**src/design/jet_pkg.sv**
```systemverilog
// Shared types, constants and helpers for the Julia escape-time pixel unit.
`default_nettype none

package jet_pkg;

   // Field widths
   localparam int COORD_WIDTH = 32;
   localparam int PROD_WIDTH  = 64;
   localparam int INDEX_WIDTH = 10;
   localparam int COUNT_WIDTH = 16;
   localparam int CSR_ADDR_WIDTH = 3;

   // Default fraction width (Q5.26)
   localparam int FRACTION_BITS_DEFAULT = 26;

   // Register reset values
   localparam logic signed [COORD_WIDTH-1:0] ORIGIN_RESET = -32'sd134217728;
   localparam logic signed [COORD_WIDTH-1:0] STEP_RESET   = 32'sd262144;
   localparam logic signed [COORD_WIDTH-1:0] CONST_RESET  = 32'sd0;
   localparam logic [COUNT_WIDTH-1:0]        LIMIT_RESET  = 16'd256;

   // Saturation bounds of a coordinate
   localparam logic signed [PROD_WIDTH-1:0] COORD_MAX = 64'sd2147483647;
   localparam logic signed [PROD_WIDTH-1:0] COORD_MIN = -64'sd2147483648;

   // Register map
   typedef enum logic [CSR_ADDR_WIDTH-1:0] {
      CSR_ORIGIN_REAL     = 3'd0,
      CSR_ORIGIN_IMAG     = 3'd1,
      CSR_STEP_REAL       = 3'd2,
      CSR_STEP_IMAG       = 3'd3,
      CSR_CONST_REAL      = 3'd4,
      CSR_CONST_IMAG      = 3'd5,
      CSR_ITERATION_LIMIT = 3'd6
   } csr_index_type;

   // Register file contents
   typedef struct packed {
      logic signed [COORD_WIDTH-1:0] origin_real;
      logic signed [COORD_WIDTH-1:0] origin_imag;
      logic signed [COORD_WIDTH-1:0] step_real;
      logic signed [COORD_WIDTH-1:0] step_imag;
      logic signed [COORD_WIDTH-1:0] const_real;
      logic signed [COORD_WIDTH-1:0] const_imag;
      logic [COUNT_WIDTH-1:0]        iteration_limit;
   } cfg_type;

   // Controller to datapath commands
   typedef struct packed {
      logic load;    // capture pixel indices
      logic init;    // form start point, clear count
      logic mul;     // register the three products of z
      logic update;  // form next z from products, bump count
   } dp_cmd_type;

   // Datapath to controller status
   typedef struct packed {
      logic finished;  // escaped after an iteration, or limit reached
   } dp_status_type;

   // Clamp a wide signed value to the signed 32-bit range
   function automatic logic signed [COORD_WIDTH-1:0] sat32(
      input logic signed [PROD_WIDTH-1:0] value
   );
      logic signed [COORD_WIDTH-1:0] result;
      if (value > COORD_MAX) begin
         result = COORD_MAX[COORD_WIDTH-1:0];
      end else if (value < COORD_MIN) begin
         result = COORD_MIN[COORD_WIDTH-1:0];
      end else begin
         result = value[COORD_WIDTH-1:0];
      end
      return result;
   endfunction

endpackage

`default_nettype wire

```
**src/design/jet_ctrl.sv**
```systemverilog
// Controller: sequences start point, multiply and update steps per pixel.
`default_nettype none

module jet_ctrl (
   input  wire logic                   clock,
   input  wire logic                   reset,
   input  wire logic                   start,
   output logic                        busy,
   output logic                        rsp_strobe,
   output jet_pkg::dp_cmd_type         cmd,
   input  wire jet_pkg::dp_status_type status
);

   typedef enum logic [2:0] {
      ST_IDLE,
      ST_INIT,
      ST_MUL,
      ST_EVAL,
      ST_DONE
   } state_type;

   state_type state_ff;
   logic      busy_ff;
   logic      strobe_ff;

   // Commands to the datapath
   always_comb begin
      cmd        = '0;
      cmd.load   = (state_ff == ST_IDLE) && start;
      cmd.init   = (state_ff == ST_INIT);
      cmd.mul    = (state_ff == ST_MUL);
      cmd.update = (state_ff == ST_EVAL) && !status.finished;
   end

   // State and registered outputs
   always_ff @(posedge clock) begin
      if (reset) begin
         state_ff  <= ST_IDLE;
         busy_ff   <= 1'b0;
         strobe_ff <= 1'b0;
      end else begin
         case (state_ff)
            ST_IDLE: begin
               if (start) begin
                  state_ff <= ST_INIT;
                  busy_ff  <= 1'b1;
               end
            end
            ST_INIT: begin
               state_ff <= ST_MUL;
            end
            ST_MUL: begin
               state_ff <= ST_EVAL;
            end
            ST_EVAL: begin
               if (status.finished) begin
                  state_ff  <= ST_DONE;
                  strobe_ff <= 1'b1;
               end else begin
                  state_ff <= ST_MUL;
               end
            end
            ST_DONE: begin
               state_ff  <= ST_IDLE;
               busy_ff   <= 1'b0;
               strobe_ff <= 1'b0;
            end
            default: begin
               state_ff  <= ST_IDLE;
               busy_ff   <= 1'b0;
               strobe_ff <= 1'b0;
            end
         endcase
      end
   end

   assign busy       = busy_ff;
   assign rsp_strobe = strobe_ff;

endmodule

`default_nettype wire
```
**config.mk**
```make
export PLATFORM = sky130hd
export DESIGN_NAME = jet_ctrl
export DESIGN_NICKNAME = d
export VERILOG_FILES = /design/src/design/jet_pkg.sv /design/src/design/jet_ctrl.sv
export SDC_FILE = /design/constraint.sdc
export NUM_CORES = 1
export LEC_CHECK = 0
export CAP_MARGIN = 20
export CORE_AREA = 4 4 41 43
export CTS_CLUSTER_SIZE = 12
export DETAILED_ROUTE_END_ITERATION = 8
export DIE_AREA = 0 0 45 47
export DONT_BUFFER_PORTS = 1
export GPL_ROUTABILITY_DRIVEN = 0
export PLACE_DENSITY = 0.4
export SLEW_MARGIN = 25
export SYNTH_ARGS = -nofsm -noshare
export SYNTH_HDL_FRONTEND = slang
export SYNTH_SLANG_ARGS = --single-unit
```
**constraint.sdc**
```tcl
create_clock -name clock -period 2.06 [get_ports clock]
set_input_delay 0.309 -clock clock [delete_from_list [all_inputs] [get_ports clock]]
set_output_delay 0.309 -clock clock [all_outputs]
set_load 0.01 [all_outputs]
```
Word level (Yosys, flattened, before mapping)

Index checks and enable logic that the tools add are counted.

Equal/unequal tests: 5
Reductions and logical operators: 8
Multiplexer cells: 7
Bitwise logic cells: 2

Operator list:

| cell                                                             | count |
|---|---|
| 3-bit one-hot mux with 4 select lines                            | 1 |
| 3-bit by 2-bit == test with 1-bit output (second input constant) | 2 |
| 3-bit two-way mux                                                | 2 |
| 3-bit OR reduction                                               | 2 |
| 2-bit inequality test (second input constant)                    | 2 |
| 1-bit one-hot mux with 2 select lines                            | 2 |
| 2-bit AND reduction                                              | 2 |
| 3-bit by 1-bit == test with 1-bit output (second input constant) | 1 |
| 3-bit zero test                                                  | 1 |
| 1-bit logical AND                                                | 2 |
| 1-bit two-way mux                                                | 2 |
| 1-bit NOT                                                        | 2 |
| 1-bit zero test                                                  | 1 |

Register bits: 5
Word-level logic and storage cells: 25
Output and inout port bits: 6

Logic depth before layout (Yosys ltp)

Gate-level depths: netlist (run 1).

Depth in word-level cells: 4
Gate-level depth with buffers: 2

Worst setup path before layout (run 1)

No wires, ideal clock.

Kind: reg2out
Start: reg state_ff[1]
End: out cmd[3] (netlist name)
Data arrival time: 0.763 ns
Stages on the path, launching flop included: 3
Data required time: 1.751 ns
Path slack: 0.988 ns
Cells stage by stage: dfxtp_1 > nor3b_2 > nor2b_1

RTL lines:

| what                   | RTL line       | text |
|---|---|---|
| from (decl)            | jet_ctrl.sv:22 | `state_type state_ff;` |
| from (signal assigned) | jet_ctrl.sv:38 | `state_ff <= ST_IDLE;` |
| from (signal assigned) | jet_ctrl.sv:45 | `state_ff <= ST_INIT;` |
| from (signal assigned) | jet_ctrl.sv:50 | `state_ff <= ST_MUL;` |
| to (decl)              | jet_ctrl.sv:10 | `output jet_pkg::dp_cmd_type cmd,` |

==> impl_metrics.ini, run 1 <==
[cts]
cts_buffers = 3
clock_latency_ps = 240
post_cts_buffers = 0
cts_root_buf = clkbuf_4
hold_buffers = 0
cts.clk_slew.worst_paths_ps = 40
clock_path_buffers = 2
cts.repair.resized = 0
htree_num_levels = 1
cts_tree = built
cts.sinks = 5

[sta]
worst_pin_slew_ps = 452
slew_headroom_pct = 69.8
finalCritPeriodShare_pct = 70.4
clock.fmax_mhz = 689
setup-tns-final_ps = 0
skew_ps = 1.18
min_period_ps = 1450
setup_violations = 0
hold_violations = 0
rsz0062_at_grt = no
drv_slew = 0

[cells_and_area]
fin_util_pct = 19.4
final_cells = 40
nets = 30
drive_gt1_share_pct = 24.0
syn_to_final_growth_pct = 21.7
antenna_cells = 0

[synth]
synth_seq_area_share_pct = 48.2
ys_top_cells_by_area = dfxtp_1 (48%), nor3b_2 (12%), nor2_1 (5.4%)
yosys_warnings = 0
synth_compound_area_share_pct = 12.0
synthSimpleGateAreaFrac_pct = 38.0
synth.avg_cell_area_um2 = 9.89
synth_top_area_share_pct = 48.2
synth_enable_flop_cells = 0
mappedNetlistNets = 25
synth_top_area_cell = dfxtp_1
synth_seq_cells = 5
synthDistinctLibCells = 14
ys_async_sr_fraction_pct = 0
synth_top_family_by_area = simple AND/OR/NAND/NOR gates
synth_most_common_cell = dfxtp_1
synth_xor_area_share_pct = 0
synth_area_um2 = 208
synthFlopType = dfxtp_1
yosys-mux-area-fraction_pct = 0
yosys-top-cells-count = dfxtp_1 (5), nor2_1 (3), nor3b_2 (2)
synth_adder_area_share_pct = 0
synthCells = 21

[die]
die_h_um = 47
core_um2 = 1300
ios = 10
start_util_pct = 16.0
die-area_um2 = 2120
die_x_um = 45
rows = 13

[routing]
firstDrtPassIters = 2
drc_errors = 0
dr_total_vias = 168
ant_nets = 0
avgRoutedWirePerCell_um = 12.0
drt-total-wl_um = 481
vias_per_cell = 4.20
drtIter0Drc = 2

[power_and_ir_drop]
peakVddDrop_uv = 196
p_leak_uw = 0.0000948
p_per_area_nw_per_um2 = 978

[worst_setup_path]
slowest_stage = dfxtp_1
crit_family = flip-flops
critPathLaunchType = flop
r2r_end = state_ff[1]
worstSetupEndpointType = output port
r2r-start = state_ff[0]
crit_fanout = 8
crit_type = flop to output port
worstPathArrival_ps = 1140
cpPeakStageDelay_ps = 460
r2r_cells = 2
critPathBufInv = 0
cp_cell_sequence = nor3b_1
r2r_slack_ps = 1230
critPathRequiredTime_ps = 1750

[global_route]
grt_pass1_wl_um = 745
grt_overflow = 0
antenna_found_initial = 0
first_global_vias = 166
grt_max_degree = 9
grt_usage_pct = 5.78

[outcome]
status = completed

[job]
cap_violations = 0

[min_path]
hp-start = reset
min_path_type = primary input to flop
holdPathEnd = state_ff[2]
min_path_cells = 1

[placed_design]
place_hpwl_um = 357
port_buffers = 0
placed_cells = 36
## per-layer routing
metal	global-route usage [%]	wire length, µm	up-vias
li1	-	-	82
met4	8.77	4	0
met1	5.02	177	78
met5	0	0	-
met2	7.06	243	6
met3	4.21	57	2
## area by class of cell
cell class | count | area, µm²
fillers | 154 | 1050
inverters | 1 | 3.75
well taps | 15 | 18.8
clock buffers | 4 | 26.3
multi-input cells | 15 | 104
flip-flops and latches | 5 | 100
## report_power, final
part | internal (µW) | switching, µW | leakage (µW)
Clock | 73.2 | 40.3 | 0.0000150
Sequential | 103 | 9.81 | 0.0000411
Combinational | 9.82 | 10.6 | 0.0000388
## cells in the final DEF (no fill, tap or decap)
| cell type | netlist | final |
|---|---|---|
| nand3_1 | 1 | 1 |
| nor4_1 | 1 | 1 |
| nor3b_1 | 1 | 1 |
| dfxtp_1 | 5 | 5 |
| clkbuf_4 | 0 | 3 |
| nand2b_2 | 1 | 1 |
| inv_1 | 1 | 1 |
| a21boi_1 | 1 | 1 |
| clkbuf_1 | 0 | 1 |
| nor2b_1 | 1 | 1 |
| o211a_1 | 1 | 1 |
| nor2_1 | 3 | 3 |
| nand2_1 | 1 | 1 |
| o21a_1 | 1 | 1 |
| nor3b_2 | 2 | 2 |
| nor3_1 | 1 | 1 |
## how the worst max path moves through the flow
stage                      startpoint     end  depth (start not counted)
after floorplan           state_ff[1]  cmd[3]                          2
after global placement    state_ff[0]  cmd[2]                          1
after detailed placement  state_ff[0]  cmd[2]                          1
after CTS                 state_ff[0]  cmd[2]                          1
after global routing      state_ff[0]  cmd[2]                          1
final                     state_ff[0]  cmd[2]                          1
## through the flow
| stage | area (µm²) | hold WS [ps] | setup slack (ps) | power (µW) |
|---|---|---|---|---|
| 4_1_cts | 253 | 129 | 594 | 255 |
| 3_5_place_dp | 226 | 390 | 871 | 135 |
| 5_1_grt | 253 | 137 | 571 | 259 |
| 2_1_floorplan | 208 | 386 | 988 | 131 |
| 3_3_place_gp | 226 | 387 | 872 | 135 |
| 6_report | 253 | 138 | 609 | 247 |
## state kept, by name, indices dropped and copies added (netlist names)
signal / count
busy: 1
rsp_strobe: 1
state_ff: 3
## cells by family (layout without fill, tap and decap cells)
family | after synthesis | in the layout
compound gates | 3 | 3
simple gates | 12 | 12
buf+inv | 1 | 5
flops | 5 | 5
Note: power is estimated with default switching activity, not from simulation.
==> run 2, diff against run 1 <==
==> constraint.sdc (replaced) <==
create_clock -name clock -period 1.4 [get_ports clock]
set_input_delay 0.21 -clock clock [delete_from_list [all_inputs] [get_ports clock]]
set_output_delay 0.21 -clock clock [all_outputs]
set_load 0.01 [all_outputs]
==> run 2 against run 1 <==
- global-route usage shrank 0.16 points
- setup slack worse by 480 ps
- via count is 6.0% lower
- sequential share of layout area is 1.1 points lower
- non-clock buffer count is the same
- wire length is 5.6% lower
- register-to-register slack worse by 650 ps
- sequential cell count did not move
- critical path depth is 1 higher
- clock power is 45% higher
- largest power group is now registers
- highest routed layer unchanged
==> impl_metrics.ini, run 2 (same netlist as run 1, synthesis figures left out) <==
[die]
die-area_um2 = 2120
ios = 10
die_x_um = 45
rows = 13
start_util_pct = 16.0
die_h_um = 47
core_um2 = 1300

[placed_design]
place_hpwl_um = 371
dpl-instance-area_um2 = 226
port_buffers = 0

[routing]
firstDrtPassIters = 1
drtIter0Drc = 0
drt-total-wl_um = 454
dr_total_vias = 158
avgRoutedWirePerCell_um = 11.4
ant_nets = 0
vias_per_cell = 3.95
drc_errors = 0

[cells_and_area]
final_cell_mix = dfxtp_1 (5), nor3b_2 (3), nor2_1 (3), clkbuf_4 (3)
top_register = state_ff
largest_reg_flops = 3
nets = 30
drive_gt1_share_pct = 32.0
antenna_cells = 0
syn_to_final_growth_pct = 25.3
fin_area_um2 = 260
final_common_cell = dfxtp_1

[sta]
finalCritPeriodShare_pct = 90.8
slew_headroom_pct = 82.9
hold_violations = 0
worst_pin_slew_ps = 256
hold_slack_ps = 42.4
skew_ps = 0.901
drv_slew = 0
rsz0062_at_grt = no
min_period_ps = 1270
setup_violations = 0
clock.fmax_mhz = 787
setup-tns-final_ps = 0

[global_route]
grt_overflow = 0
antenna_found_initial = 0
grt_usage_pct = 5.61
first_global_vias = 185
grt_pass1_wl_um = 724
grt_max_degree = 9

[min_path]
hp-start = reset
min_path_type = primary input to flop

[cts]
clock_path_buffers = 2
cts_tree = built
clock_latency_ps = 240
htree_num_levels = 1
cts_buffers = 3
hold_buffers = 0
cts.clk_slew.worst_paths_ps = 40
cts_root_buf = clkbuf_4
cts.sinks = 5

[job]
cap_violations = 0

[worst_setup_path]
r2r-start = state_ff[0]
startpoint = state_ff[1]
critPathRequiredTime_ps = 1190
critPathLaunchType = flop
crit_fanout = 6
worstPathArrival_ps = 1060
worstSetupEndpointType = output port
crit_type = flop to output port

[power_and_ir_drop]
p_per_area_nw_per_um2 = 1400
p_leak_uw = 0.0000991
peakVddDrop_uv = 299

[outcome]
status = completed
-- run 2: metrics by stage --
stage	instances	setup slack, ps	utilization (%)	total power (µW)
4_1_cts	40	32.9	19.4	372
5_1_grt	40	55.1	20.0	382
3_5_place_dp	36	304	17.4	200
6_report	40	129	20.0	364
2_1_floorplan	21	427	-	193
3_3_place_gp	36	324	17.4	199
-- run 2: what timing repair did --
action,in CTS,in global routing
setup buffers,0,0
resized for setup,0,2
setup endpoints to repair,0,2
-- run 2: path summary, 6_finish.rpt --
kind                  to  slack, ps  depth (start not counted)
min reg2reg   rsp_strobe        490                          2
max               cmd[3]        130                          2
max reg2reg  state_ff[1]        580                          2
min          state_ff[0]         40                          1
-- run 2: power by group --
part	switching (µW)	leakage, µW	internal [µW]
Sequential	14.5	0.0000411	152
Clock	57.8	0.0000150	108
Combinational	16.1	0.0000430	16.0
-- run 2: critical path, cell delays in order, from the launching register on --
cell	delay (ps)
dfxtp_1	370
nor3b_2	220
nor2b_2	230
-- run 2: final cells by class --
type	count	area [µm²]
Fill cell	142	1040
Multi-Input combinational cell	15	111
Sequential cell	5	100
Clock buffer	4	26.3
Tap cell	15	18.8
Inverter	1	3.75
-- run 2: layer usage --
layer  vias to the layer above  track usage [%]  routed length (µm)
li1                         83                -                   -
met1                        68             4.78                 169
met4                         0             8.77                   6
met2                         5             7.63                 236
met5                         -                0                   0
met3                         2             3.07                  42
