===== config.mk =====
export PLATFORM = sky130hd
export DESIGN_NAME = jet_csr
export DESIGN_NICKNAME = d
export VERILOG_FILES = /design/src/design/jet_pkg.sv /design/src/design/jet_csr.sv
export SDC_FILE = /design/constraint.sdc
export NUM_CORES = 1
export LEC_CHECK = 0
export BUFFER_PORTS_ARGS = -buffer_cell sky130_fd_sc_hd__buf_4
export CAP_MARGIN = 30
export CORE_MARGIN = 4
export CORE_UTILIZATION = 55
export CTS_CLUSTER_SIZE = 8
export DETAILED_ROUTE_END_ITERATION = 7
export PLACE_DENSITY = 0.87
export RECOVER_POWER = 25
export SYNTH_ARGS = -nofsm -noshare
export SYNTH_HDL_FRONTEND = slang
export SYNTH_SLANG_ARGS = --single-unit

===== constraint.sdc =====
create_clock -name clock -period 2.8 [get_ports clock]
set_clock_uncertainty 0.05 [all_clocks]
set_input_delay 0.56 -clock clock [delete_from_list [all_inputs] [get_ports clock]]
set_output_delay 0.56 -clock clock [all_outputs]
set_load 0.03 [all_outputs]

===== src/design/jet_pkg.sv =====
// Shared types, constants and helpers for the Julia escape-time pixel unit.
`default_nettype none

package jet_pkg;

   // Field widths
   localparam int COORD_WIDTH = 32;
   localparam int PROD_WIDTH  = 64;
   localparam int INDEX_WIDTH = 10;
   localparam int COUNT_WIDTH = 16;
   localparam int CSR_ADDR_WIDTH = 3;

   // Default fraction width (Q5.26)
   localparam int FRACTION_BITS_DEFAULT = 26;

   // Register reset values
   localparam logic signed [COORD_WIDTH-1:0] ORIGIN_RESET = -32'sd134217728;
   localparam logic signed [COORD_WIDTH-1:0] STEP_RESET   = 32'sd262144;
   localparam logic signed [COORD_WIDTH-1:0] CONST_RESET  = 32'sd0;
   localparam logic [COUNT_WIDTH-1:0]        LIMIT_RESET  = 16'd256;

   // Saturation bounds of a coordinate
   localparam logic signed [PROD_WIDTH-1:0] COORD_MAX = 64'sd2147483647;
   localparam logic signed [PROD_WIDTH-1:0] COORD_MIN = -64'sd2147483648;

   // Register map
   typedef enum logic [CSR_ADDR_WIDTH-1:0] {
      CSR_ORIGIN_REAL     = 3'd0,
      CSR_ORIGIN_IMAG     = 3'd1,
      CSR_STEP_REAL       = 3'd2,
      CSR_STEP_IMAG       = 3'd3,
      CSR_CONST_REAL      = 3'd4,
      CSR_CONST_IMAG      = 3'd5,
      CSR_ITERATION_LIMIT = 3'd6
   } csr_index_type;

   // Register file contents
   typedef struct packed {
      logic signed [COORD_WIDTH-1:0] origin_real;
      logic signed [COORD_WIDTH-1:0] origin_imag;
      logic signed [COORD_WIDTH-1:0] step_real;
      logic signed [COORD_WIDTH-1:0] step_imag;
      logic signed [COORD_WIDTH-1:0] const_real;
      logic signed [COORD_WIDTH-1:0] const_imag;
      logic [COUNT_WIDTH-1:0]        iteration_limit;
   } cfg_type;

   // Controller to datapath commands
   typedef struct packed {
      logic load;    // capture pixel indices
      logic init;    // form start point, clear count
      logic mul;     // register the three products of z
      logic update;  // form next z from products, bump count
   } dp_cmd_type;

   // Datapath to controller status
   typedef struct packed {
      logic finished;  // escaped after an iteration, or limit reached
   } dp_status_type;

   // Clamp a wide signed value to the signed 32-bit range
   function automatic logic signed [COORD_WIDTH-1:0] sat32(
      input logic signed [PROD_WIDTH-1:0] value
   );
      logic signed [COORD_WIDTH-1:0] result;
      if (value > COORD_MAX) begin
         result = COORD_MAX[COORD_WIDTH-1:0];
      end else if (value < COORD_MIN) begin
         result = COORD_MIN[COORD_WIDTH-1:0];
      end else begin
         result = value[COORD_WIDTH-1:0];
      end
      return result;
   endfunction

endpackage

`default_nettype wire


===== src/design/jet_csr.sv =====
// Configuration register file for the Julia escape-time pixel unit.
`default_nettype none

module jet_csr (
   input  wire logic                                 clock,
   input  wire logic                                 reset,
   input  wire logic                                 csr_valid,
   output logic                                      csr_ready,
   input  wire logic [jet_pkg::CSR_ADDR_WIDTH-1:0]   csr_index,
   input  wire logic [jet_pkg::COORD_WIDTH-1:0]      csr_wdata,
   output jet_pkg::cfg_type                          cfg
);

   jet_pkg::cfg_type cfg_ff;
   jet_pkg::cfg_type cfg_in;

   // Writes are always taken
   assign csr_ready = 1'b1;
   assign cfg       = cfg_ff;

   // Decode one write beat
   always_comb begin
      cfg_in = cfg_ff;
      if (csr_valid) begin
         case (jet_pkg::csr_index_type'(csr_index))
            jet_pkg::CSR_ORIGIN_REAL:     cfg_in.origin_real = $signed(csr_wdata);
            jet_pkg::CSR_ORIGIN_IMAG:     cfg_in.origin_imag = $signed(csr_wdata);
            jet_pkg::CSR_STEP_REAL:       cfg_in.step_real   = $signed(csr_wdata);
            jet_pkg::CSR_STEP_IMAG:       cfg_in.step_imag   = $signed(csr_wdata);
            jet_pkg::CSR_CONST_REAL:      cfg_in.const_real  = $signed(csr_wdata);
            jet_pkg::CSR_CONST_IMAG:      cfg_in.const_imag  = $signed(csr_wdata);
            jet_pkg::CSR_ITERATION_LIMIT: begin
               cfg_in.iteration_limit = csr_wdata[jet_pkg::COUNT_WIDTH-1:0];
            end
            default: ;
         endcase
      end
   end

   always_ff @(posedge clock) begin
      if (reset) begin
         cfg_ff.origin_real     <= jet_pkg::ORIGIN_RESET;
         cfg_ff.origin_imag     <= jet_pkg::ORIGIN_RESET;
         cfg_ff.step_real       <= jet_pkg::STEP_RESET;
         cfg_ff.step_imag       <= jet_pkg::STEP_RESET;
         cfg_ff.const_real      <= jet_pkg::CONST_RESET;
         cfg_ff.const_imag      <= jet_pkg::CONST_RESET;
         cfg_ff.iteration_limit <= jet_pkg::LIMIT_RESET;
      end else begin
         cfg_ff <= cfg_in;
      end
   end

endmodule

`default_nettype wire


### Word level (Yosys, flattened, before mapping)

Index checks and enable logic that the tools add are counted.

* output and inout port bits: 209
* register bits: 208
* logic and storage cells: 21
* input bits: 38

* reductions and logical operators: 8
* equal/unequal tests: 6

Operators with widths (number)
* AND reduction 2 bit: 7
* equality test 3 bit (second input constant): 3
* equality test 3 x 2 -> 1 bit (second input constant): 2
* equality test 3 x 1 -> 1 bit (second input constant): 1
* logical NOT 3 bit: 1

### Longest topological paths before layout

Gate-level depths: netlist (run 1).

* word-level depth: 2
* mapped depth: 5
* gate-level depth less buffers: 2

### Least setup slack after synthesis (run 1)

OpenSTA, ideal clock, no wires.

* kind: input to register
* from: input port csr_index[1] (netlist bit)
* to: register cfg_ff, in the netlist cfg[197]
* arrival: 1.594 ns
* setup time: 0.124 ns
* buffers on the path: 3
* cell stages on the path: 5
* path slack: 1.033 ns
* cell sequence: buf_2 -> or4b_4 -> buf_6 -> buf_12 -> mux2i_1

* cells in the longest elaborated chain, start to end: 2

Ends and longest elaborated chain
* from (decl): RTL line jet_csr.sv:9 `input wire logic [jet_pkg::CSR_ADDR_WIDTH-1:0] csr_index,`
* logical NOT 3 bit: RTL line jet_csr.sv:25 `case (jet_pkg::csr_index_type'(csr_index))`
* AND reduction 2 bit (no source line)
* to (signal assigned): RTL line jet_csr.sv:50 `cfg_ff <= cfg_in;`
* to (decl): RTL line jet_csr.sv:14 `jet_pkg::cfg_type cfg_ff;`

No other way between the ends.
A chain may end at the register's enable or synchronous reset.

### Worst setup path after layout (run 1)

* from: input port csr_valid
* to: register cfg_ff, in the netlist cfg[151]

* cells in the longest elaborated chain, start to end: 1

Ends and longest elaborated chain
* from (decl): RTL line jet_csr.sv:7 `input wire logic csr_valid,`
* AND reduction 2 bit (no source line)

No other way between the ends.

==> metrics.md, run 1 <==
| Metric | Value |
|---|---|
| Status | `finished, violations left` |
| Failing checks | `capacitance limit, slew limit` |
| Total grt overflow | `0` |
| Hold path cells | `3` |
| Final #Nets | `1006` |
| TritonCTS buffer count | `29` |
| Worst slew pin tran | `1640 ps` |
| Post CTS Setup Buffer Count | `0` |
| Mapped Area | `8127 sq um` |
| Placed Area | `10120 sq um` |
| Maxcap violations | `2` |
| Library cells used by synthesis | `15` |
| Detailed Place HPWL | `14.56 mm` |
| Ranking of synthesized cells by area | `dfxtp_1, mux2i_1, nand2b_1` |
| Placed insts | `1121` |
| Synthesized area per cell | `11.13 sq um` |
| Fin. Hold Viols | `0` |
| Routed WL | `21.27 mm` |
| Sequential-to-total area share from yosys stat | `51.24%` |
| Total Power | `6573 uW` |
| Power per cell area | `610.9 nW/um^2` |
| Starting Density | `56.13%` |
| Unrepaired setup endpoints after global routing | `false` |
| Via count | `5988` |
| CTS H-tree lvls | `1` |
| Routed Antenna Nets | `0` |
| Max Transition Viols Final | `38` |
| RD Place Congestion | `0.7810` |
| Largest net degree at the start of global routing | `98` |
| Crit end category | `register` |
| #FFs+latches synth | `208` |
| Number of antenna violations at the first check in global routing | `0` |
| FILL cells | `1033` |
| Area growth syn-to-layout | `32.39%` |
| IO Pins | `247` |
| Synth area leader | `dfxtp_1` |
| Synth warnings | `0` |
| Max reg flops | `208` |
| Final Non-Filler Cells | `1150` |
| Die H | `129.6 um` |
| Setup TNS | `0 ps` |
| Die X | `129.6 um` |
| Crit path kind | `input port to register` |
| R2R setup slack | `2060 ps` |
| Clk slew on worst S/H paths | `50 ps` |
| First-pass GRT wire length | `32.38 mm` |
| Fmax achieved | `466.5 MHz` |
| Most frequent cell after synthesis | `nand2b_1` |
| CTS Buffer Depth | `3` |
| Startpoint types | `input port` |
| Min-Delay Path Class | `input port to register` |
| Core area | `14480 sq um` |
| CTS Root Cell | `clkbuf_16` |
| CTS tree | `built` |
| Worst path required time | `3060 ps` |
| N_diodes | `0` |
| Synthesized Nets | `768` |
| Drt first pass iters | `4` |
| GRT Total Usage | `24.23%` |
| Detailed Route Iter0 Violations | `203` |
| Clock latency on the worst-skew pair | `500 ps` |
| Synth cell count leaders | `nand2b_1, dfxtp_1, mux2i_1` |
| Share of cells above drive strength 1 | `29.19%` |
| Number of enable flip-flop cells after synthesis | `0` |
| Vias/cell | `5.207` |
| Maximum VDD drop | `0.5938 mV` |
| Post-synth top area share | `51.24%` |
| Port bufs | `245` |
| Setup violators final | `0` |
| Final min period | `2144 ps` |
| Vias in the first global route | `5896` |
| Post_cts resized | `0` |
| Hold_buf cts | `0` |
| Post-DR wirelength/cell | `18.50 um` |
| Top FF cell, synth | `dfxtp_1` |
| Design Area, Final | `10760 sq um` |
| Mapped Cells | `730` |
| Die area | `16780 sq um` |
| TritonCTS Sinks | `208` |
| # DRC | `0` |
| Row count | `44` |
| Crit path DAT | `2400 ps` |
| Max-slew headroom | `-9.339%` |
| Async S/R FF share, synth | `0%` |
| Crit Path Max Fanout | `18` |
| Leakage | `0.005462 uW` |
| R2R depth | `2` |
| Period utilization | `76.56%` |
layout by cell type (no fill, tap or decap):
| cell type | instances |
|---|---|
| nand2b_1 | 227 |
| conb_1 | 1 |
| clkbuf_1 | 12 |
| dfxtp_1 | 208 |
| buf_4 | 249 |
| nor4bb_1 | 2 |
| nand4bb_1 | 2 |
| nor2_1 | 20 |
| nand4b_1 | 3 |
| nand4bb_4 | 1 |
| clkbuf_2 | 1 |
| clkbuf_16 | 29 |
| mux2i_1 | 208 |
| or4b_4 | 1 |
| nor4b_1 | 1 |
| buf_12 | 1 |
final timing paths:
kind	start	endpoint
setup / recovery	csr_valid	cfg[151]
setup reg to reg	cfg[126]	cfg[126]
hold / removal	csr_wdata[8]	cfg[8]
hold reg to reg	cfg[64]	cfg[64]
stage by stage:
step / worst slack [ps] / utilization (%) / hold WS [ps]
after CTS: 1095 / 74.90 / 263.2
final: 656.4 / 74.31 / 280.9
after global routing: 565.0 / 74.31 / 272.2
after global placement: 757.3 / 69.89 / 409.1
after detailed placement: 742.3 / 69.89 / 410.9
after floorplan: 1033 / - / 546.0
critical path, stage by stage:
cell,delay (ps)
clkbuf_1,210
nand4bb_1,170
clkbuf_1,1190
mux2i_1,250
per-layer routing:
layer,wire length (um),share of wire (%),track usage (%)
met1,8908,42,30.42
met2,10000,47,40.64
met3,1936,9.1,7.708
met4,425,2.0,6.296
met5,0,0,0
logic make-up (layout without fill, tap and decap cells):
family                 Yosys count  count (layout)  synth area share [%]
AND/OR/NAND/NOR                257             257                 19.66
buffers and inverters           56             292                 3.433
multiplexers                   208             208                 25.62
flip-flops                     208             208                 51.24
other                            1               1               0.04615
report_power, final:
group | switching, uW | internal [uW]
combinational | 340 | 243
sequential | 38.9 | 3030
clock | 1130 | 1790
total | 1500 | 5070
final cells by class:
| class | instances | area (sq um) | area share, % |
|---|---|---|---|
| clock buffers | 29 | 725.7 | 6.745 |
| multi-input cells | 466 | 3700 | 34.39 |
| flip-flops and latches | 208 | 4164 | 38.70 |
| well taps | 184 | 230.2 | 2.140 |
| repair buffers | 263 | 1939 | 18.03 |
Power figures use the tool's default switching activity.
==> run 2, diff against run 1 <==
Settings changed: CORE_UTILIZATION 55 to 46, PLACE_DENSITY 0.87 to 0.78.
Clock period 2.8 ns to 1.93 ns, I/O delays scaled along.
==> run 2 against run 1 <==
  * The run now ends clean
  * Core utilization decreased by 11 points
  * Via count decreased by 2.2%
  * Die area increased by 18%
  * Largest power group unchanged
  * Clock power increased by 46%
  * Critical endpoint is now cfg[2]
==> metrics.md, run 2 (synthesized netlist as in run 1, its figures left out) <==
| Metric | Value |
|---|---|
| Hold_buf cts | `0 (unchanged)` |
| Vias/cell | `4.895 (-6.0%)` |
| Routed WL | `21.50 mm (+1.1%)` |
| Share of cells above drive strength 1 | `30.79% (+1.6 points)` |
| # DRC | `0 (unchanged)` |
| Most common cell after layout, fill and taps aside | `buf_4` |
| Vias in the first global route | `6083 (+3.2%)` |
| Routed Antenna Nets | `0 (unchanged)` |
| Setup WS pre-CTS | `338.5 ps (-403.8 ps)` |
| Fin. Hold Viols | `0 (unchanged)` |
| Crit end category | `register` |
| Final Non-Filler Cells | `1196 (+4.0%)` |
| Worst path required time | `2300 ps (-760 ps)` |
| Port bufs | `245 (unchanged)` |
| Final #Nets | `1010 (+0.40%)` |
| Unrepaired setup endpoints after global routing | `false` |
| Detailed Route Iter0 Violations | `199 (-2.0%)` |
| Detailed Place HPWL | `15.01 mm (+3.1%)` |
| Die X | `140.9 um (+8.8%)` |
| Power per cell area | `877.5 nW/um^2 (+44%)` |
| Leakage | `0.005536 uW (+1.4%)` |
| CTS Root Cell | `clkbuf_16` |
| Post_cts resized | `0 (unchanged)` |
| M3 GR Usage | `6.242% (-1.5 points)` |
| Final worst setup slack | `362.3 ps (-294.1 ps)` |
| Clock latency on the worst-skew pair | `500 ps (about the same)` |
| Period utilization | `81.23%` |
| Max-slew headroom | `11.68% (+21 points)` |
| Area growth syn-to-layout | `34.47%` |
| Final min period | `1568 ps` |
| CTS tree | `built` |
| Via count | `5854 (-2.2%)` |
| Placed insts | `1166 (+4.0%)` |
| Fmax achieved | `637.9 MHz` |
| RD Place Congestion | `0.7715 (-1.2%)` |
| Met2 Resource Use GR | `35.43% (-5.2 points)` |
| Setup violators final | `0 (unchanged)` |
| Crit Path Max Fanout | `16 (-2)` |
| Status | `finished, final reports clean` |
| TritonCTS buffer count | `29 (unchanged)` |
| Crit path kind | `input port to register` |
| Min-Delay Path Class | `input port to register` |
| N_diodes | `0 (unchanged)` |
| GRT Total Usage | `21.03% (-3.2 points)` |
| Most frequent cells in the layout | `buf_4, nand2b_1, mux2i_1, dfxtp_1, clkbuf_16` |
| Core area | `17300 sq um (+19%)` |
| Number of antenna violations at the first check in global routing | `0 (unchanged)` |
| Max reg flops | `208 (unchanged)` |
| Clk slew on worst S/H paths | `50 ps (about the same)` |
| CTS Buffer Depth | `3 (unchanged)` |
| Maximum VDD drop | `0.6003 mV (+1.1%)` |
| Crit path DAT | `1940 ps (-460 ps)` |
| Grt met1 use | `26.12% (-4.3 points)` |
| Row count | `48 (+9.1%)` |
| First-pass GRT wire length | `34.00 mm (+5.0%)` |
| Post CTS Setup Buffer Count | `0 (unchanged)` |
| Maxcap violations | `0 (-2)` |
| Hold Worst Slack | `90.07 ps (-190.8 ps)` |
| CTS H-tree lvls | `1 (unchanged)` |
| Most used routing layer | `met2` |
| Largest net degree at the start of global routing | `49 (-50%)` |
| Setup TNS | `0 ps (unchanged)` |
| Die area | `19860 sq um (+18%)` |
| Worst slew pin tran | `1325 ps (-315.2 ps)` |
| IO Pins | `247 (unchanged)` |
| Max Transition Viols Final | `0 (-100%)` |
| Final core utilization | `63.18% (-11 points)` |
| Post-DR wirelength/cell | `17.98 um (-2.8%)` |
| Startpoint types | `input port` |
| Drt first pass iters | `4 (unchanged)` |
| Starting Density | `46.98% (-9.1 points)` |
| Total grt overflow | `0 (unchanged)` |
| TritonCTS Sinks | `208 (unchanged)` |
| Die H | `140.9 um (+8.8%)` |
[run 2: changes by cell type in the layout (fill, tap and decap cells not counted), moves of 2 or more]
cell,change
nand4bb_2,+2
clkbuf_2,+4
buf_4,+5
buf_12,+3
nor4bb_1,-2
clkbuf_1,-8
[run 2: power by group]
| part | total [uW] | switching, uW | leakage [uW] | internal [uW] |
|---|---|---|---|---|
| registers | 4460 | 54.0 | 0.00168 | 4400 |
| clock network | 4260 | 1650 | 0.000362 | 2610 |
| logic | 874 | 504 | 0.00349 | 371 |
[run 2: critical path, cell delays in order]
cell      delay, ps
buf_4           150
nand4b_1        130
clkbuf_1        970
mux2i_1         290
[run 2: final cells by class]
type | count | area (sq um)
clock buffers | 29 | 725.7
fillers | 1425 | 6369
flip-flops and latches | 208 | 4164
well taps | 225 | 281.5
clock inverters | 1 | 8.758
multi-input cells | 466 | 3721
repair buffers | 267 | 2027
[run 2: worst paths after layout]
check,startpoint,end,slack (ps),cells after the start
min reg2reg,cfg[162],cfg[162],420,2
min,csr_wdata[8],cfg[8],90,3
max reg2reg,cfg[122],cfg[122],1200,2
max,csr_index[0],cfg[2],360,4
[run 2: per-stage QoR]
| step | power [uW] | instance area [sq um] |
|---|---|---|
| after floorplan | 5070 | 8127 |
| after global placement | 5412 | 10250 |
| after detailed placement | 5420 | 10250 |
| after CTS | 9702 | 10980 |
| after global routing | 9938 | 10930 |
| final | 9589 | 10930 |
[run 2: routing by layer]
metal | share of wire [%] | up-vias
li1 | - | 2867
met1 | 42 | 2770
met2 | 48 | 180
met3 | 7.8 | 37
met4 | 2.2 | 0
met5 | 0 | -
==> run 3, diff against run 2 <==
Settings changed: CORE_UTILIZATION 46 to 51, PLACE_DENSITY 0.78 to 0.81.
Clock period 1.93 ns to 1.54 ns, I/O delays scaled along.
==> run 3 against run 2 <==
  * Worst setup slack worse by 230 ps
  * Sequential share of layout area barely moved
  * Count of clock-buffer cells in the layout unchanged
  * Core utilization rose by 7.7 points
  * Largest power group unchanged
==> metrics.md, run 3 (synthesized netlist as in run 1, its figures left out) <==
| Metric | Value |
|---|---|
| Multi-input gate area | `3700 sq um (-0.57%)` |
| CTS tree | `built` |
| Area growth syn-to-layout | `34.63%` |
| Clock latency on the worst-skew pair | `510 ps (about the same)` |
| R2R setup slack | `830 ps (-370 ps)` |
| Final #Nets | `1020 (+0.99%)` |
| IO Pins | `247 (unchanged)` |
| Power share of the clock group | `44.2% (-0.2 points)` |
| Detailed Place HPWL | `15.17 mm (+1.1%)` |
| Routed WL | `21.48 mm (-0.10%)` |
| Startpoint types | `register` |
| Power per cell area | `1094 nW/um^2 (+25%)` |
| WL met2 | `10.39 mm (+0.46%)` |
| Register area | `4164 sq um (unchanged)` |
| Post CTS Setup Buffer Count | `0 (unchanged)` |
| Total grt overflow | `0 (unchanged)` |
| Vias/cell | `5.018 (+2.5%)` |
| Sw frac | `22.82% (-0.22 points)` |
| Routed Antenna Nets | `0 (unchanged)` |
| TritonCTS Sinks | `208 (unchanged)` |
| Sequential share of power | `46.7% (+0.2 points)` |
| CP top delay family | `flip-flops` |
| Detailed Route Iter0 Violations | `264 (+33%)` |
| Leakage | `0.005556 uW (+0.35%)` |
| Maximum VDD drop | `0.7460 mV (+24%)` |
| Min-Delay Path Class | `input port to register` |
| Crit path DAT | `1050 ps (-890 ps)` |
| Slowest stage delay, CP | `360 ps (-610 ps)` |
| Psw | `2732 uW (+24%)` |
| Via count | `5977 (+2.1%)` |
| Crit path kind | `register to primary output` |
| Status | `finished, final reports clean` |
| Setup violators final | `0 (unchanged)` |
| CTS Root Cell | `clkbuf_16` |
| Crit end category | `primary output` |
| Fmax achieved | `709.0 MHz` |
| # DRC | `0 (unchanged)` |
| Core area | `15430 sq um (-11%)` |
| Vias in the first global route | `6163 (+1.3%)` |
| Most common cell after layout, fill and taps aside | `buf_4` |
| Die H | `134.2 um (-4.7%)` |
| Total Power | `11970 uW (+25%)` |
| Unrepaired setup endpoints after global routing | `false` |
| Post_cts resized | `0 (unchanged)` |
| Die area | `18020 sq um (-9.3%)` |
| Period utilization | `91.59%` |
| CP startpoint | `cfg[80]` |
| Post-DR wirelength/cell | `18.04 um (+0.32%)` |
| R2R Path End | `cfg[132]` |
| TritonCTS buffer count | `29 (unchanged)` |
| Setup TNS | `0 ps (unchanged)` |
| Final core utilization | `70.92% (+7.7 points)` |
| Crit-path cells | `buf_4` |
| Worst slew pin tran | `1041 ps (-283.5 ps)` |
| CTS H-tree lvls | `1 (unchanged)` |
| CP endpoint | `cfg[80]` |
| Most frequent cells in the layout | `buf_4, nand2b_1, mux2i_1, dfxtp_1, clkbuf_16` |
| Worst path required time | `1180 ps (-1120 ps)` |
| Row count | `45 (-6.3%)` |
| Port bufs | `245 (unchanged)` |
| Final min period | `1411 ps` |
| Die X | `134.2 um (-4.7%)` |
| Starting Density | `52.68% (+5.7 points)` |
| Fin. Hold Viols | `0 (unchanged)` |
| Max reg flops | `208 (unchanged)` |
| GRT Total Usage | `22.83% (+1.8 points)` |
| Hold_buf cts | `1 (+1)` |
| Largest net degree at the start of global routing | `49 (unchanged)` |
| First-pass GRT wire length | `33.29 mm (-2.1%)` |
| FILL cells | `1200 (-16%)` |
| Gate power share | `9.2% (about the same)` |
| WL met1 | `8.925 mm (-1.1%)` |
| RD Place Congestion | `0.8028 (+4.1%)` |
| Critical-path top delay cell | `dfxtp_1` |
| CTS Buffer Depth | `3 (unchanged)` |
| Top Layer Used | `met4` |
| R2R depth | `2 (unchanged)` |
| CP bufs+invs | `1 (-1)` |
| Number of antenna violations at the first check in global routing | `0 (unchanged)` |
| N_diodes | `0 (unchanged)` |
| RR Startpoint | `cfg[132]` |
| Internal power | `9239 uW (+25%)` |
| Max-slew headroom | `30.58% (+19 points)` |
| Maxcap violations | `0 (unchanged)` |
| Clk slew on worst S/H paths | `50 ps (about the same)` |
| Crit Path Max Fanout | `2 (-14)` |
| Max Transition Viols Final | `0 (unchanged)` |
| Drt first pass iters | `4 (unchanged)` |
| Critical path depth | `1 (-3)` |
| Share of cells above drive strength 1 | `30.92% (+0.13 points)` |
| Met3 Wirelength | `1.660 mm (-0.90%)` |
-- run 3: cell count changes in the layout (fill, tap and decap cells not counted), sizes merged --
cell / delta
buf: +4
clkbuf: +5
dlygate4sd3: +1
inv: -1
-- run 3: power groups by stage --
stage	combinational, uW	sequential (uW)	clock, uW
global placement	1110	5690	0
finish	1100	5590	5290
global route	1160	5590	5620
floorplan	442	5910	0
CTS	1130	5590	5400
detailed placement	1120	5690	0
-- run 3: cell type report --
| class | instances | area share, % |
|---|---|---|
| Tap cell | 211 | 2.413 |
| Timing Repair Buffer | 277 | 19.08 |
| Clock buffer | 29 | 6.633 |
| Sequential cell | 208 | 38.06 |
| Multi-Input combinational cell | 466 | 33.82 |
-- run 3: how the worst min path moves through the flow --
stage	from	endpoint	slack, ps	cells after the start
2_1_floorplan	csr_wdata[8]	cfg[8]	420	2
3_3_place_gp	cfg[185]	cfg[185]	410	2
3_5_place_dp	cfg[142]	cfg[142]	410	2
4_1_cts	csr_wdata[29]	cfg[205]	30	3
5_1_grt	csr_wdata[29]	cfg[205]	50	3
6_report	csr_wdata[31]	cfg[175]	40	3
-- run 3: routing by layer --
layer,up-vias,track usage (%)
li1,2891,-
met1,2840,27.98
met2,209,38.97
met3,37,6.377
met4,0,7.296
met5,-,0
-- run 3: through the flow --
stage,worst slack [ps],hold WS [ps],instances,instance area (sq um)
after global routing,92.69,46.05,1191,10940
after floorplan,24.59,419.2,730,8127
after CTS,106.6,29.46,1191,11070
after global placement,53.26,407.4,1161,10330
after detailed placement,15.93,414.0,1161,10330
final,129.5,44.41,1191,10940
